==> src/rtl/spl_pkg.sv <==
// Package for the sorted priority list: sizes, request and status codes,
// entry and cell control types. No dependencies.
package spl_pkg;

  localparam int unsigned CAPACITY = 32;
  localparam int unsigned CNT_W    = $clog2(CAPACITY + 1);
  localparam int unsigned IDX_W    = 5;
  localparam int unsigned KEY_W    = 32;
  localparam int unsigned SCORE_W  = 8;
  localparam int unsigned TIME_W   = 48;
  localparam int unsigned POS_W    = 5;
  localparam int unsigned OUT_CNT_W = 6;

  localparam int unsigned IN_TDATA_W  = 96;
  localparam int unsigned OUT_TDATA_W = 104;

  typedef enum logic [1:0] {
    REQ_INSERT = 2'd0,
    REQ_REMOVE = 2'd1,
    REQ_READ   = 2'd2,
    REQ_NONE   = 2'd3
  } req_type_e;

  typedef enum logic [1:0] {
    STAT_OK   = 2'd0,
    STAT_MISS = 2'd1,
    STAT_FULL = 2'd2
  } status_e;

  typedef struct packed {
    logic [KEY_W-1:0]   key;
    logic [SCORE_W-1:0] score;
    logic [TIME_W-1:0]  when_time;
    logic               visible;
    logic               clearable;
  } entry_t;

  // Request broadcast to every cell
  typedef struct packed {
    logic   cmp_en;  // latch compare results against the request
    logic   ins_en;  // commit an insert
    logic   rem_en;  // commit a remove
    entry_t req;     // request entry (key, sort keys, flags)
  } cell_ctrl_t;

endpackage

==> src/rtl/spl_cell.sv <==
// One slot of the sorted list chain: holds an entry, compares it with the
// request and shifts toward either neighbor. Depends on spl_pkg.
module spl_cell (
  input  logic               clk_i,
  input  logic               rst_ni,
  input  spl_pkg::cell_ctrl_t ctrl_i,
  input  logic               occ_i,        // slot holds a live entry
  input  spl_pkg::entry_t    left_ent_i,   // entry of the lower neighbor
  input  spl_pkg::entry_t    right_ent_i,  // entry of the upper neighbor
  input  logic               left_ins_i,   // lower neighbor is at/after insert point
  input  logic               seen_i,       // a key match exists below this slot
  output spl_pkg::entry_t    ent_o,
  output spl_pkg::entry_t    ent_d_o,
  output logic               ins_o,
  output logic               seen_o,
  output logic               hit_o
);

  spl_pkg::entry_t ent_q, ent_d;
  logic            gt_q, match_q;
  logic            gt_now, mm;

  // Strictly greater: signed score first, then full timestamp
  always_comb begin
    if (ent_q.score != ctrl_i.req.score) begin
      gt_now = $signed(ent_q.score) > $signed(ctrl_i.req.score);
    end else begin
      gt_now = ent_q.when_time > ctrl_i.req.when_time;
    end
  end

  // Compare flags, latched in the compare state ahead of the update
  always_ff @(posedge clk_i or negedge rst_ni) begin
    if (!rst_ni) begin
      gt_q    <= 1'b0;
      match_q <= 1'b0;
    end else if (ctrl_i.cmp_en) begin
      gt_q    <= gt_now;
      match_q <= (ent_q.key == ctrl_i.req.key);
    end
  end

  assign ins_o  = gt_q | ~occ_i;
  assign mm     = match_q & occ_i;
  assign seen_o = seen_i | mm;
  assign hit_o  = mm & ~seen_i;

  // Shift right on insert, left on remove
  always_comb begin
    ent_d = ent_q;
    if (ctrl_i.ins_en) begin
      if (left_ins_i) begin
        ent_d = left_ent_i;
      end else if (ins_o) begin
        ent_d = ctrl_i.req;
      end
    end else if (ctrl_i.rem_en) begin
      if (seen_i | mm) begin
        ent_d = right_ent_i;
      end
    end
  end

  // Entry payload, no reset
  always_ff @(posedge clk_i) begin
    ent_q <= ent_d;
  end

  assign ent_o   = ent_q;
  assign ent_d_o = ent_d;

endmodule

==> config.mk <==
export PLATFORM = sky130hd
export DESIGN_NAME = spl_cell
export DESIGN_NICKNAME = d
export VERILOG_FILES = /design/src/rtl/spl_pkg.sv /design/src/rtl/spl_cell.sv
export SDC_FILE = /design/constraint.sdc
export NUM_CORES = 1
export LEC_CHECK = 0
export BUFFER_PORTS_ARGS = -buffer_cell sky130_fd_sc_hd__buf_2
export CAP_MARGIN = 10
export CORE_AREA = 5 5 178 180
export DETAILED_ROUTE_END_ITERATION = 8
export DIE_AREA = 0 0 183 185
export PLACE_DENSITY = 0.56
export SLEW_MARGIN = 15
export SYNTH_ARGS = -nofsm -noshare
export SYNTH_HDL_FRONTEND = slang
export SYNTH_SLANG_ARGS = --single-unit
==> constraint.sdc <==
create_clock -name clk_i -period 2.2 [get_ports clk_i]
set_input_delay 0.44 -clock clk_i [delete_from_list [all_inputs] [get_ports clk_i]]
set_output_delay 0.44 -clock clk_i [all_outputs]
set_load 0.005 [all_outputs]
Word level (Yosys, flattened, before mapping)
Cells that the tools add are included.
{"block": "op_classes", "muxes": 6, "n_lt_le_gt_ge": 2, "n_bitwise": 6, "eq_ne": 2}
{"operator": "$mux 90", "n": 5}
{"operator": "$gt 48x48->1", "n": 1}
{"operator": "$eq 32x32->1", "n": 1}
{"operator": "$gt 8x8->1", "n": 1}
{"operator": "$ne 8x8->1", "n": 1}
{"operator": "$and 1x1->1", "n": 2}
{"operator": "$not 1->1", "n": 2}
{"operator": "$or 1x1->1", "n": 2}
{"operator": "$mux 1", "n": 1}
{"block": "word_totals", "ff_bits": 92, "inputBits": 278}

Logic depth before layout (Yosys ltp)
Gate-level depths: netlist of the first run.
{"block": "logic_depth", "depth_word": 5, "ltp_mapped": 8}

Least setup slack after synthesis of the first run
No wires, ideal clock.
{"block": "synth_path", "path_kind": "input to output", "startpoint": "input port ctrl_i[91] in the netlist's numbering", "endpoint": "output port ent_d_o[0] in the netlist's numbering", "path_buffers": 3, "path_slack_ns": 0.375, "required_time_ns": 1.760, "arrival_ns": 1.385, "cell_stages": 5, "path_cell_list": "clkbuf_1 -> clkbuf_1 -> clkbuf_1 -> nand2_1 -> o21ai_1"}
{"item": "start: declaration", "line_no": "spl_cell.sv:6", "source": "input spl_pkg::cell_ctrl_t ctrl_i,"}
{"item": "end: declaration", "line_no": "spl_cell.sv:13", "source": "output spl_pkg::entry_t ent_d_o,"}

==> results of run 1 <==
==> area by class of cell <==
cell class / instances / area, um^2 / area share [%]
clock buffers: 14 / 254 / 2.18
inverters: 62 / 233 / 2.00
well taps: 396 / 495 / 4.26
repair buffers: 564 / 3500 / 30.1
clock inverters: 2 / 10.0 / 0.0861
multi-input cells: 741 / 5290 / 45.5
flip-flops and latches: 92 / 1850 / 15.9
==> synth_stat cells (all sizes together) <==
master / count
and4: 3
dfrtp: 2
nand2b: 4
o2111ai: 1
o22ai: 3
o21ai: 186
xor2: 8
clkbuf: 32
a21o: 4
ha: 56
o21a: 1
inv: 62
nor2: 10
nand3: 6
xnor2: 21
nor2b: 3
o31ai: 1
nand2: 194
a222oi: 1
nor3: 4
and3: 2
dfxtp: 90
mux2i: 176
a2bb2oi: 1
nor4b: 1
o211ai: 1
buf: 28
a211oi: 5
nand4: 15
a21oi: 28
nor4: 4
a21boi: 2
==> worst max-delay path by stage <==
stage / startpoint / end / cells after the start
after CTS: gt_q$_DFFE_PN0P_ / ent_d_o[57] / 8
after floorplan: ctrl_i[91] / ent_d_o[0] / 5
after detailed placement: ctrl_i[16] / gt_q$_DFFE_PN0P_ / 10
after global routing: gt_q$_DFFE_PN0P_ / ent_d_o[50] / 9
after global placement: ctrl_i[16] / gt_q$_DFFE_PN0P_ / 10
final: gt_q$_DFFE_PN0P_ / ent_d_o[78] / 8
==> through the flow <==
| stage | hold WS [ps] | instances | TNS, ps | utilization, % | total power [W] |
|---|---|---|---|---|---|
| 6_report | 358 | 1871 | -13990 | 38.7 | 0.00719 |
| 2_1_floorplan | 144 | 955 | 0 | - | 0.00376 |
| 3_3_place_gp | 254 | 1819 | -50.4 | 35.2 | 0.00524 |
| 5_1_grt | 356 | 1871 | -25130 | 38.7 | 0.00769 |
| 3_5_place_dp | 253 | 1819 | -78.4 | 35.2 | 0.00526 |
| 4_1_cts | 341 | 1856 | -15820 | 37.2 | 0.00698 |
==> sequential cells by signal, summed over array words and instances, names as in the netlist <==
signal / flops
ent_o: 90
gt_q: 1
match_q: 1
==> power groups by stage <==
| stage | Sequential, W | Clock, W | Combinational, W |
|---|---|---|---|
| 2_1_floorplan | 0.00219 | 0 | 0.00156 |
| 3_3_place_gp | 0.00226 | 0 | 0.00299 |
| 3_5_place_dp | 0.00226 | 0 | 0.00300 |
| 4_1_cts | 0.00222 | 0.00161 | 0.00315 |
| 5_1_grt | 0.00227 | 0.00168 | 0.00375 |
| 6_report | 0.00223 | 0.00155 | 0.00341 |
==> worst max-delay path, cell delays in order, from the launching register on <==
cell and delay [ps]:
dfrtp_1 420, nand2b_4 260, clkbuf_16 210, clkbuf_16 160, mux2i_1 110, o21ai_1 110
nand2_1 60, o21ai_1 110, buf_2 170
==> timing repair <==
item,CTS,global route
resized for setup,29,77
setup buffers,17,14
cloned,3,4
hold buffers,1,0
endpoints found under the setup margin,90,92
pin swaps,6,26
endpoints found under the hold margin,2,0
==> logic make-up after synthesis <==
group                    Yosys count
AND/OR/NAND/NOR                  246
buffers and inverters            122
flip-flops                        92
XOR/XNOR                          29
multiplexers                     176
AO/OA/AOI/OAI                    234
adder cells (fa/ha/maj)           56
==> routing by layer <==
metal	part of all wire, %	routed length, um
met4	2.1	726
met5	0.021	7
met2	50	17000
met1	41	13700
met3	7.0	2370
==> results.toml, run 1 <==
[status]
status = "finished with violations"
failed_checks = "setup timing"

[logic_synthesis]
synth-compound-area-share_pct = 16.7
seq_area_frac_synth_pct = 25.2
synth_seq_cells = 92
yosys.area.top_type = "dfxtp_1"
ys_types = 38
synth-simple-area-share_pct = 14.3
netlist_area_um2 = 7340
yosysTopAreaCellShare_pct = 24.6
synthTopCellsByArea = "dfxtp_1 25%, mux2i_1 24%, o21ai_1 12%"
ys.warnings.count = 0
synth_area_per_cell_um2 = 7.68
syn-instance-count = 955
syn-num-nets = 1289
synth_mux_area_share_pct = 24.0
yosys.area_share.xor_xnor_pct = 3.46
synth_top_family_by_area = "multiplexers"
synth-adder-area-share_pct = 9.55

[placed_design]
dp_hpwl_um = 26700
place_ws_ps = -78.4
routabilityCongestion = 0.895
place_area_um2 = 10600
port_buffers = 460

[detailed_routing]
wire_per_inst_um = 18.1
vias = 8756
drt_iter0_markers = 312
ant_nets = 0
firstDrtPassIters = 5
wl_um = 33800
drc = 0
detail_route.vias_per_cell = 4.68

[die]
start_util_pct = 24.4
fp.coreArea_um2 = 30000
row_count = 64
dieArea_um2 = 33900
die-width_um = 183
die_h_um = 185
io-pin-count = 461

[flow_run]
cap_viol_max_count = 0

[worst_setup_path]
reg2reg_depth = 8
worstReg2RegStart = "ent_o[16]$_DFF_P_"
end_kind = "output port"
r2r_slack_ps = 210
start_kind = "register"
cp_max_fo = 5
timing_worst_setup_path_type = "register to output port"
cp.arrival_ps = 1970
reg2reg_to = "gt_q$_DFFE_PN0P_"
critPathRequiredTime_ps = 1760

[clock_network]
htreeDepth = 3
cts_made_buffers = 9
path_clk_slew_ps = 70
root_buffer = "clkbuf_16"
worst_skew_pair.late_latency_ps = 370
cts_tree = "built"
clkSinkCount = 92
clock_path_buffers = 2

[finish]
final_common_cell = "buf_2"
mostFrequentLayoutCells = "457 x buf_2, 193 x nand2_1, 162 x mux2i_1"
area_growth_pct = 58.5
drive_above_1_share_pct = 44.5
finish.instance_area_um2 = 11600
n_antenna_cell = 0
nFillCells = 3183
nNetsFinal = 1804

[hold_path]
hold_class = "input pin to register"
hold_path_depth = 3
min_from = "right_ent_i[2]"
min_to = "ent_o[2]$_DFF_P_"

[grt]
gr-total-overflow = 0
grt_use_met1_pct = 22.1
grt_first_pass_wirelength_um = 49200
grtUsageTotal_pct = 18.6
grtUsageMet2_pct = 32.9
antenna_found_initial = 2
grt.busiest_layer = "met2"
grt_max_degree = 69
grt_pass1_vias = 8968
use_met3_pct = 4.50

[power_and_ir_drop]
clkPwrFrac_pct = 21.6
switching_power_w = 0.00269
p_seq_share_pct = 31.0
peakVddDrop_uv = 385
p_per_area_nw_per_um2 = 618
power_switching_share_pct = 37.4
p_int_w = 0.00450
power.leakage_nw = 6.60
p_comb_share_pct = 47.4

[sta]
fmax_mhz = 415
relSlewSlack_pct = 70.3
fin_ws_ps = -211
fin_skew_ps = 8.68
slew_violations = 0
hold_viol = 0
rsz0062_at_grt = "true"
setup_viol = 90
tightest_slew_ps = 444
period_share_pct = 110
period_needed_ps = 2410
(Power assumes the default switching activity.)
==> run 2, diff against run 1 <==
Settings changed: REMOVE_ABC_BUFFERS set to 1.
==> run 2 against run 1 <==
Effect of this change: die area is the same; the run still ends with setup timing left; flip-flop and latch count unchanged; highest routed layer is now met4; critical endpoint is now ent_d_o[69]; largest cell class unchanged; sequential share of layout area down 0.60 points.
==> results.toml, run 2 (synthesized netlist as in run 1, its figures left out) <==
[detailed_routing]
drt_iter0_markers = 307
detail_route.vias_per_cell = 4.66
vias = 8794
wire_per_inst_um = 18.2
ant_nets = 0
firstDrtPassIters = 5
drc = 0
wl_um = 34200

[worst_setup_path]
end_kind = "output port"
timing_worst_setup_path_type = "register to output port"
crit_top_cell = "buf_12"
cpLargestDelayFamily = "buffers and inverters"
critPathSlowestCell = "dfrtp_1"
crit_buf_inv = 3
cp_max_fo = 7
cp.arrival_ps = 1880
critical_path.cell_chain = "nand2_2, nand2b_4, nand2_8, buf_12, buf_12, mux2i_1, o21ai_2, buf_2"
slowest_delay_ps = 400
critPathRequiredTime_ps = 1760
start_kind = "register"

[clock_network]
clkSinkCount = 92
path_clk_slew_ps = 80
clock_path_buffers = 2
worst_skew_pair.late_latency_ps = 370
root_buffer = "clkbuf_16"
htreeDepth = 3
cts_made_buffers = 9
cts_tree = "built"

[sta]
fin_skew_ps = 7.54
period_needed_ps = 2320
fmax_mhz = 431
slew_violations = 0
rsz0062_at_grt = "true"
fin_ws_ps = -118
setup_viol = 90
period_share_pct = 105
hold_viol = 0
relSlewSlack_pct = 68.7
tightest_slew_ps = 465
setup_tns_ps = -6430

[die]
die-width_um = 183
start_util_pct = 24.4
io-pin-count = 461
dieArea_um2 = 33900
row_count = 64
die_h_um = 185
fp.coreArea_um2 = 30000

[finish]
final_common_cell = "buf_2"
mostFrequentLayoutCells = "457 x buf_2, 192 x nand2_1, 150 x mux2i_1"
largest_register_ffs = 90
area_growth_pct = 64.7
drive_above_1_share_pct = 46.8
nNetsFinal = 1817

[power_and_ir_drop]
peakVddDrop_uv = 370
power_w = 0.00738
p_per_area_nw_per_um2 = 611
power.leakage_nw = 6.72

[grt]
gr-total-overflow = 0
grt_max_degree = 39
grtUsageTotal_pct = 18.4
antenna_found_initial = 1
grt_pass1_vias = 8701
grt_first_pass_wirelength_um = 49000

[placed_design]
routabilityCongestion = 0.980
port_buffers = 460
dp_hpwl_um = 26900

[flow_run]
cap_viol_max_count = 0

[hold_path]
hold_class = "input pin to register"

[status]
status = "finished with violations"
failed_checks = "setup timing"
==> run 2: cell count changes in the layout (fill, tap and decap cells not counted), moves of 4 or more <==
| cell | previous run | this run |
|---|---|---|
| mux2i_1 | 162 | 150 |
| mux2i_4 | 0 | 8 |
| o21ai_1 | 123 | 115 |
| o21ai_2 | 58 | 66 |
| buf_12 | 14 | 21 |
| clkbuf_1 | 4 | 0 |
| mux2i_2 | 14 | 18 |
==> run 2: worst paths after layout <==
kind | start | end | slack (ps) | cells after the start
worst max-delay path | match_q$_DFFE_PN0P_ | ent_d_o[69] | -120 | 8
worst min-delay path | right_ent_i[88] | ent_o[88]$_DFF_P_ | 370 | 3
worst max register to register | ent_o[16]$_DFF_P_ | gt_q$_DFFE_PN0P_ | 170 | 8
worst min register to register | match_q$_DFFE_PN0P_ | match_q$_DFFE_PN0P_ | 580 | 2
max in group asynchronous | rst_ni | gt_q$_DFFE_PN0P_ | 1660 | 2
min in group asynchronous | rst_ni | match_q$_DFFE_PN0P_ | 430 | 2
==> run 2: metrics by stage <==
stage	std cells	worst slack [ps]	util [%]	instance area [um^2]	hold slack (ps)
floorplan	895	-2320	-	7070	144
global placement	1839	-151	35.9	10800	249
detailed placement	1839	-191	35.9	10800	245
CTS	1866	-174	37.7	11300	338
global route	1885	-244	40.2	12100	359
finish	1886	-118	40.2	12100	365
==> run 2: metal layers <==
layer,share of wire (%),GRT usage (%),wire (um),up-vias
met5,0,0,0,-
met4,2.7,6.53,935,0
met3,7.2,4.58,2460,39
met2,49,32.0,16700,346
met1,41,22.0,14200,3998
li1,-,-,-,4411
==> run 2: power by group <==
group	internal [W]	switching (W)	total, W
clock network	0.000877	0.000764	0.00164
registers	0.00192	0.000312	0.00223
logic	0.00184	0.00167	0.00351
==> run 2: area by class of cell <==
type | count | area [um^2]
clock buffers | 9 | 225
multi-input cells | 741 | 5460
flip-flops and latches | 92 | 1850
fillers | 3135 | 17900
clock inverters | 7 | 67.6
repair buffers | 577 | 3740
diodes | 2 | 5.00
well taps | 396 | 495
inverters | 62 | 233
==> run 2: tightest hold or removal path, delay by kind of cell <==
kind	cells	cell delay [ps]
buf+inv	1	90
compound gates	1	120
mux	1	60
==> run 2: repair_timing <==
item,CTS,global route
hold buffers,1,0
cloned,2,7
resized for setup,29,118
setup buffers,8,11
hold endpoints to repair,2,0
pin swaps,1,12
endpoints found under the setup margin,89,91
